[src/hw/rtl/bpgd_pkg.sv]
// ----------------------------------------------------------------------------
// bpgd_pkg
// Shared types and constants for the button press gesture detector.
// ----------------------------------------------------------------------------
package bpgd_pkg;

    localparam int unsigned TIME_W      = 32;
    localparam int unsigned CFG_W       = 16;
    localparam int unsigned CFG_IDX_W   = 8;
    localparam int unsigned EVENT_W     = 3;
    localparam int unsigned S_TDATA_W   = 40;
    localparam int unsigned M_TDATA_W   = 8;

    localparam logic [CFG_IDX_W-1:0] REG_LONG_PRESS = CFG_IDX_W'(0);
    localparam logic [CFG_IDX_W-1:0] REG_CLICK_MIN  = CFG_IDX_W'(1);
    localparam logic [CFG_IDX_W-1:0] REG_CLICK_MAX  = CFG_IDX_W'(2);
    localparam logic [CFG_IDX_W-1:0] REG_DOUBLE_GAP = CFG_IDX_W'(3);

    localparam logic [CFG_W-1:0] LONG_PRESS_RST = CFG_W'(2800);
    localparam logic [CFG_W-1:0] CLICK_MIN_RST  = CFG_W'(50);
    localparam logic [CFG_W-1:0] CLICK_MAX_RST  = CFG_W'(500);
    localparam logic [CFG_W-1:0] DOUBLE_GAP_RST = CFG_W'(500);

    typedef enum logic [EVENT_W-1:0] {
        EV_NONE   = 3'd0,
        EV_PRESS  = 3'd1,
        EV_LONG   = 3'd2,
        EV_FIRST  = 3'd3,
        EV_DOUBLE = 3'd4,
        EV_OTHER  = 3'd5
    } event_kind_t;

    typedef struct packed {
        logic [CFG_W-1:0] long_press_ms;
        logic [CFG_W-1:0] click_min_ms;
        logic [CFG_W-1:0] click_max_ms;
        logic [CFG_W-1:0] double_gap_ms;
    } bpgd_cfg_t;

    typedef struct packed {
        event_kind_t event_kind;
        logic        double_click;
        logic        power_up;
    } bpgd_result_t;

endpackage

[src/hw/rtl/button_press_gesture_detector.sv]
// ----------------------------------------------------------------------------
// button_press_gesture_detector
// Long-press power toggle and click / double-click detection on a stream of
// debounced button samples.
// ----------------------------------------------------------------------------
// A sample request passes the input register, then the result register, before it
// becomes a result request. Throughput: one sample per cycle while m_tready does not
// stall the result register, set by the single decision stage between the two registers.
// Reset (aresetn low, synchronous): thresholds return to defaults, button
// reads as pressed, power off, no click pending, both channels empty.
module button_press_gesture_detector (
    input  logic                               aclk,
    input  logic                               aresetn,
    input  logic                               s_tvalid,
    output logic                               s_tready,
    input  logic [bpgd_pkg::S_TDATA_W-1:0]     s_tdata,   // [0] pin_high, [32:1] now_ms
    output logic                               m_tvalid,
    input  logic                               m_tready,
    output logic [bpgd_pkg::M_TDATA_W-1:0]     m_tdata,   // [0] power_up, [1] double_click,
                                                          // [4:2] event_kind
    input  logic                               cfg_valid,
    output logic                               cfg_ready,
    input  logic [bpgd_pkg::CFG_IDX_W-1:0]     cfg_index,
    input  logic [bpgd_pkg::CFG_W-1:0]         cfg_data
);
    import bpgd_pkg::*;

    bpgd_cfg_t    cfg;
    bpgd_result_t result;

    logic              in_valid_reg;
    logic              in_pin_reg;
    logic [TIME_W-1:0] in_now_reg;
    logic              out_valid_reg;
    bpgd_result_t      out_result_reg;

    logic out_free;
    logic step_en;

    assign out_free = !out_valid_reg || m_tready;
    assign step_en  = in_valid_reg && out_free;
    assign s_tready = !in_valid_reg || out_free;

    assign m_tvalid = out_valid_reg;
    assign m_tdata  = {{(M_TDATA_W-EVENT_W-2){1'b0}}, out_result_reg.event_kind,
                       out_result_reg.double_click, out_result_reg.power_up};

    bpgd_cfg_regs u_cfg (
        .aclk      (aclk),
        .aresetn   (aresetn),
        .cfg_valid (cfg_valid),
        .cfg_ready (cfg_ready),
        .cfg_index (cfg_index),
        .cfg_data  (cfg_data),
        .cfg       (cfg)
    );

    bpgd_gesture u_gesture (
        .aclk     (aclk),
        .aresetn  (aresetn),
        .step_en  (step_en),
        .pin_high (in_pin_reg),
        .now_ms   (in_now_reg),
        .cfg      (cfg),
        .result   (result)
    );

    always_ff @(posedge aclk) begin
        if (!aresetn) begin
            in_valid_reg  <= 1'b0;
            out_valid_reg <= 1'b0;
        end else begin
            if (s_tready) begin
                in_valid_reg <= s_tvalid;
            end
            if (out_free) begin
                out_valid_reg <= in_valid_reg;
            end
        end
    end

    always_ff @(posedge aclk) begin
        if (s_tvalid && s_tready) begin
            in_pin_reg <= s_tdata[0];
            in_now_reg <= s_tdata[TIME_W:1];
        end
        if (step_en) begin
            out_result_reg <= result;
        end
    end

endmodule

[src/hw/rtl/bpgd_cfg_regs.sv]
// ----------------------------------------------------------------------------
// bpgd_cfg_regs
// Threshold registers written through the configuration request channel.
// ----------------------------------------------------------------------------
module bpgd_cfg_regs (
    input  logic                       aclk,
    input  logic                       aresetn,
    input  logic                       cfg_valid,
    output logic                       cfg_ready,
    input  logic [bpgd_pkg::CFG_IDX_W-1:0] cfg_index,
    input  logic [bpgd_pkg::CFG_W-1:0]     cfg_data,
    output bpgd_pkg::bpgd_cfg_t        cfg
);
    import bpgd_pkg::*;

    bpgd_cfg_t cfg_reg;
    bpgd_cfg_t cfg_next;

    assign cfg_ready = 1'b1;
    assign cfg       = cfg_reg;

    always_comb begin
        cfg_next = cfg_reg;
        if (cfg_valid) begin
            unique case (cfg_index)
                REG_LONG_PRESS: cfg_next.long_press_ms = cfg_data;
                REG_CLICK_MIN:  cfg_next.click_min_ms  = cfg_data;
                REG_CLICK_MAX:  cfg_next.click_max_ms  = cfg_data;
                REG_DOUBLE_GAP: cfg_next.double_gap_ms = cfg_data;
                default:        cfg_next = cfg_reg;
            endcase
        end
    end

    always_ff @(posedge aclk) begin
        if (!aresetn) begin
            cfg_reg.long_press_ms <= LONG_PRESS_RST;
            cfg_reg.click_min_ms  <= CLICK_MIN_RST;
            cfg_reg.click_max_ms  <= CLICK_MAX_RST;
            cfg_reg.double_gap_ms <= DOUBLE_GAP_RST;
        end else begin
            cfg_reg <= cfg_next;
        end
    end

endmodule

[src/hw/rtl/bpgd_gesture.sv]
// ----------------------------------------------------------------------------
// bpgd_gesture
// Gesture state and the per-sample decision logic.
// ----------------------------------------------------------------------------
module bpgd_gesture (
    input  logic                          aclk,
    input  logic                          aresetn,
    input  logic                          step_en,
    input  logic                          pin_high,
    input  logic [bpgd_pkg::TIME_W-1:0]   now_ms,
    input  bpgd_pkg::bpgd_cfg_t           cfg,
    output bpgd_pkg::bpgd_result_t        result
);
    import bpgd_pkg::*;

    logic              button_down_reg,   button_down_next;
    logic              power_state_reg,   power_state_next;
    logic [TIME_W-1:0] mark_time_reg,     mark_time_next;
    logic              click_pending_reg, click_pending_next;
    logic              double_flag_reg,   double_flag_next;
    event_kind_t       event_kind;

    logic [TIME_W-1:0] elapsed;
    logic              level_change;
    logic              gap_expired;
    logic              long_hold;
    logic              click_hold;

    assign level_change = (pin_high == button_down_reg);
    assign elapsed      = now_ms - mark_time_reg;
    assign gap_expired  = elapsed > {{(TIME_W-CFG_W){1'b0}}, cfg.double_gap_ms};
    assign long_hold    = elapsed >= {{(TIME_W-CFG_W){1'b0}}, cfg.long_press_ms};
    assign click_hold   = (elapsed > {{(TIME_W-CFG_W){1'b0}}, cfg.click_min_ms})
                       && (elapsed < {{(TIME_W-CFG_W){1'b0}}, cfg.click_max_ms});

    always_comb begin
        button_down_next   = button_down_reg;
        power_state_next   = power_state_reg;
        mark_time_next     = mark_time_reg;
        click_pending_next = click_pending_reg;
        double_flag_next   = double_flag_reg;
        event_kind         = EV_NONE;
        if (level_change) begin
            button_down_next = !pin_high;
            if (!pin_high) begin
                if (click_pending_reg && gap_expired) begin
                    click_pending_next = 1'b0;
                end
                mark_time_next = now_ms;
                event_kind     = EV_PRESS;
            end else begin
                priority if (long_hold) begin
                    mark_time_next   = '0;
                    power_state_next = !power_state_reg;
                    event_kind       = EV_LONG;
                end else if (click_hold && !click_pending_reg) begin
                    click_pending_next = 1'b1;
                    mark_time_next     = now_ms;
                    double_flag_next   = 1'b0;
                    event_kind         = EV_FIRST;
                end else if (click_hold) begin
                    click_pending_next = 1'b0;
                    mark_time_next     = '0;
                    double_flag_next   = 1'b1;
                    event_kind         = EV_DOUBLE;
                end else begin
                    event_kind = EV_OTHER;
                end
            end
        end
    end

    assign result.power_up     = power_state_next;
    assign result.double_click = double_flag_next;
    assign result.event_kind   = event_kind;

    always_ff @(posedge aclk) begin
        if (!aresetn) begin
            button_down_reg   <= 1'b1;
            power_state_reg   <= 1'b0;
            mark_time_reg     <= '0;
            click_pending_reg <= 1'b0;
            double_flag_reg   <= 1'b0;
        end else if (step_en) begin
            button_down_reg   <= button_down_next;
            power_state_reg   <= power_state_next;
            mark_time_reg     <= mark_time_next;
            click_pending_reg <= click_pending_next;
            double_flag_reg   <= double_flag_next;
        end
    end

endmodule

[config.mk]
export PLATFORM = sky130hd
export DESIGN_NAME = button_press_gesture_detector
export DESIGN_NICKNAME = d
export VERILOG_FILES = /design/src/hw/rtl/bpgd_pkg.sv /design/src/hw/rtl/button_press_gesture_detector.sv /design/src/hw/rtl/bpgd_cfg_regs.sv /design/src/hw/rtl/bpgd_gesture.sv
export SDC_FILE = /design/constraint.sdc
export NUM_CORES = 1
export LEC_CHECK = 0
export ABC_AREA = 0
export BUFFER_PORTS_ARGS = -buffer_cell sky130_fd_sc_hd__buf_2
export CAP_MARGIN = 10
export CORE_UTILIZATION = 30
export CTS_CLUSTER_SIZE = 40
export DETAILED_ROUTE_END_ITERATION = 7
export MAX_ROUTING_LAYER = met4
export PLACE_DENSITY_LB_ADDON = 0.05
export SLEW_MARGIN = 40
export SYNTH_ARGS = -nofsm -noshare
export SYNTH_HDL_FRONTEND = slang
export SYNTH_SLANG_ARGS = --single-unit
[constraint.sdc]
create_clock -name aclk -period 6 [get_ports aclk]
set_input_delay 0.9 -clock aclk [delete_from_list [all_inputs] [get_ports aclk]]
set_output_delay 0.9 -clock aclk [all_outputs]
set_load 0.005 [all_outputs]
==> metrics.md <==
| Metric | Value |
|---|---|
| Clock sink count | 140 |
| Site Rows | 62 |
| Sw frac | 29.5% |
| Max reg flops | 64 |
| Hpwl dp | 17.7 mm |
| Share of the synthesized area in the top cell type | 23.4% |
| Number of post-CTS setup repair buffers | 0 |
| CORE AREA | 0.0286 sq mm |
| Initial DRT Pass Iterations | 4 |
| Final Cell Area | 0.00997 sq mm |
| Required @ worst endpoint | 6.37 ns |
| Post-route ant nets | 0 |
| Ratio of cells with drive above 1 in the final layout | 14.4% |
| Internal power | 0.00181 W |
| DR vias/cell | 4.87 |
| Ys flop type | dfxtp_1 |
| CP max FO | 32 |
| Chip Height | 172 microns |
| R2r startpoint | in_now_reg[0] |
| YS warnings | 0 |
| Clock power frac | 41.9% |
| Hold depth | 2 |
| Max clock buf depth | 2 |
| FFs w/ async S/R, synth | 0% |
| Relative slew slack | 52.9% |
| Post-Syn Instances | 963 |
| Worst hold path type | reg -> reg |
| Worst Setup End Kind | flop |
| P_sw | 0.000756 W |
| Fin nets | 1,187 |
| Fmax | 194 MHz |
| Layout overhead on the synthesized area | 14.4% |
| Area of the mapped netlist | 0.00872 sq mm |
| Syn_area_per_cell | 9.05 sq um |
| VDD IR max | 0.164 mV |
| Most common library cells after synthesis | nand2_1, dfxtp_1, inv_1 |
| Max-Cap Viols | 0 |
| Leakage | 3.96 nW |
| Initial antenna violation count | 2 |
| FF-to-FF setup slack | 0.85 ns |
| Die area | 0.0297 sq mm |
| Sequential area share after synthesis | 36.5% |
| CTS hold repair buffers | 0 |
| First-pass GRT wire length | 36.8 mm |
| IO buf count | 68 |
| Drt drc | 0 |
| Gr ovfl total | 0 |
| GRT Util Overall | 16.9% |
| Unrepaired setup endpoints after global routing | false |
| Drt total wl | 23.5 mm |
| Reg-to-reg endpoint | u_gesture.mark_time_reg[9] |
| IO Pins | 80 |
| Most common cell in the synthesized netlist | nand2_1 |
| Setup crit start kind | flop |
| Final hold vios | 0 |
| Setup TNS | 0 ns |
| Data arrival time of the worst path | 5.52 ns |
| Sequential share of power | 39.3% |
| DRT iter0 DRCs | 289 |
| H-Tree Depth | 4 |
| Die W | 172 microns |
| Fin crit share | 85.8% |
| Distinct cell type count after synthesis | 85 |
| Least-Margin Pin Slew | 0.702 ns |
| Total CTS buffers | 17 |
| Clk_skew | 0.0127 ns |
| Comb power frac | 18.7% |
| Count of final setup violators | 0 |
| Kind of critical path | reg -> reg |
| Initial Util | 30.5% |
| Worst hold path startpoint | u_cfg.cfg[30] |
| Hold Path End | u_cfg.cfg[30] |
| # fillers | 2,997 |
| Vias | 6,926 |
| Root buf cell | clkbuf_16 |
| Gates resized, CTS repair | 0 |
| Synth Register Bits | 140 |
| Synth area leader | dfxtp_1 |
| Avg WL per Cell | 16.5 microns |
| Status | complete, no violations |
| Largest net degree at the start of global routing | 47 |
| CTS tree | yes |
| P per Cell Area | 257 mW/mm^2 |
| Dominant cells by area after synthesis | dfxtp_1, ha_1, edfxtp_1, nand2_1, inv_1 |
| Worst Reg-to-Reg Cells | 22 |
| Vias in the first global route | 6,550 |
| Minimum clock period | 5.15 ns |
| Clk slew on worst S/H paths | 0.07 ns |
| Placed instance area | 0.00938 sq mm |
| Routability Congestion | 0.803 |
| Fin. max-slew vios | 0 |
| Clk_lat worst skew | 0.43 ns |
| Number of synthesized flops with an enable pin | 38 |
cell usage in the layout (no fill, tap or decap), types with 27 or more instances in the layout:
| cell type | synthesis | final |
|---|---|---|
| buf_2 | 9 | 68 |
| ha_1 | 95 | 95 |
| a21oi_1 | 75 | 75 |
| o211ai_1 | 27 | 27 |
| a22o_1 | 31 | 31 |
| edfxtp_1 | 38 | 38 |
| nand2_1 | 105 | 105 |
| o21ai_0 | 35 | 35 |
| dfxtp_1 | 102 | 102 |
| nor2_1 | 61 | 61 |
| mux2i_1 | 30 | 30 |
| inv_1 | 102 | 102 |
worst max-delay path: stages, from the launching register on:
cell       delay (ns)
edfxtp_1         0.35
inv_1            0.05
ha_1             0.22
fa_1             0.40
nand2b_1         0.19
a21oi_2          0.25
nor2_1           0.11
o21ai_0          0.22
and2_2           0.18
o21a_1           0.10
nor2_1           0.05
xnor2_1          0.34
ha_1             0.21
nand4_1          0.23
a2111oi_0        0.44
a211oi_1         0.13
o21ai_0          0.15
nand3_2          0.26
nor4b_1          0.33
nand4_1          0.15
a21oi_2          0.15
buf_4            0.34
a22o_1           0.21
final cells by class:
type / instances / area [sq um] / area share [%]
Clock buffer: 20 / 447 / 4.48
Timing Repair Buffer: 80 / 443 / 4.44
Tap cell: 384 / 480 / 4.82
Sequential cell: 140 / 3180 / 31.9
Antenna cell: 2 / 5.00 / 0.0502
Inverter: 102 / 383 / 3.84
Clock inverter: 12 / 139 / 1.39
Multi-Input combinational cell: 681 / 4890 / 49.1
worst max-delay path by stage:
stage	cells after the start	slack, ns	endpoint	start
finish	22	0.85	u_gesture.mark_time_reg[9]	in_now_reg[0]
global route	22	0.21	u_gesture.mark_time_reg[14]	in_now_reg[0]
CTS	24	0.82	u_gesture.mark_time_reg[13]	in_now_reg[0]
detailed placement	22	0.87	u_gesture.mark_time_reg[0]	in_now_reg[0]
global placement	24	0.96	u_gesture.mark_time_reg[0]	in_now_reg[0]
floorplan	19	1.68	m_tdata[1]	in_now_reg[0]
cell families (layout without fill, tap and decap cells):
family / count (synthesis) / in the layout / synth area share [%]
AND/OR/NAND/NOR: 263 / 263 / 15.1
multiplexers: 31 / 31 / 3.57
buffers and inverters: 144 / 214 / 7.56
AO/OA/AOI/OAI: 266 / 266 / 21.2
other: 2 / 6 / 0.0861
adder cells (fa/ha/maj): 96 / 96 / 13.9
flip-flops: 140 / 140 / 36.5
XOR/XNOR: 21 / 21 / 2.11
metal layers:
metal	up-vias	share of wire, %	GRT usage, %
met5	-	0	-
met2	87	42	24.9
met3	14	2.7	3.00
met4	0	0.93	4.27
li1	3588	-	-
met1	3237	54	23.7
stage by stage:
stage	instances	total power [W]	hold WS [ns]	setup slack, ns	utilization [%]
2_1_floorplan	965	0.00136	0.434	1.68	-
3_3_place_gp	1387	0.00151	0.445	0.963	32.8
3_5_place_dp	1387	0.00151	0.446	0.866	32.8
4_1_cts	1419	0.00260	0.455	0.820	34.8
5_1_grt	1421	0.00269	0.473	0.208	34.8
6_report	1421	0.00256	0.456	0.850	34.8
power groups by stage:
stage | registers (W) | clock network, W | logic [W]
after CTS | 0.00101 | 0.00111 | 0.000485
after detailed placement | 0.00103 | 0 | 0.000483
after global routing | 0.00101 | 0.00114 | 0.000542
final | 0.00101 | 0.00107 | 0.000480
after global placement | 0.00103 | 0 | 0.000482
after floorplan | 0.00102 | 0 | 0.000333
Note: power is estimated with default switching activity, not from simulation.
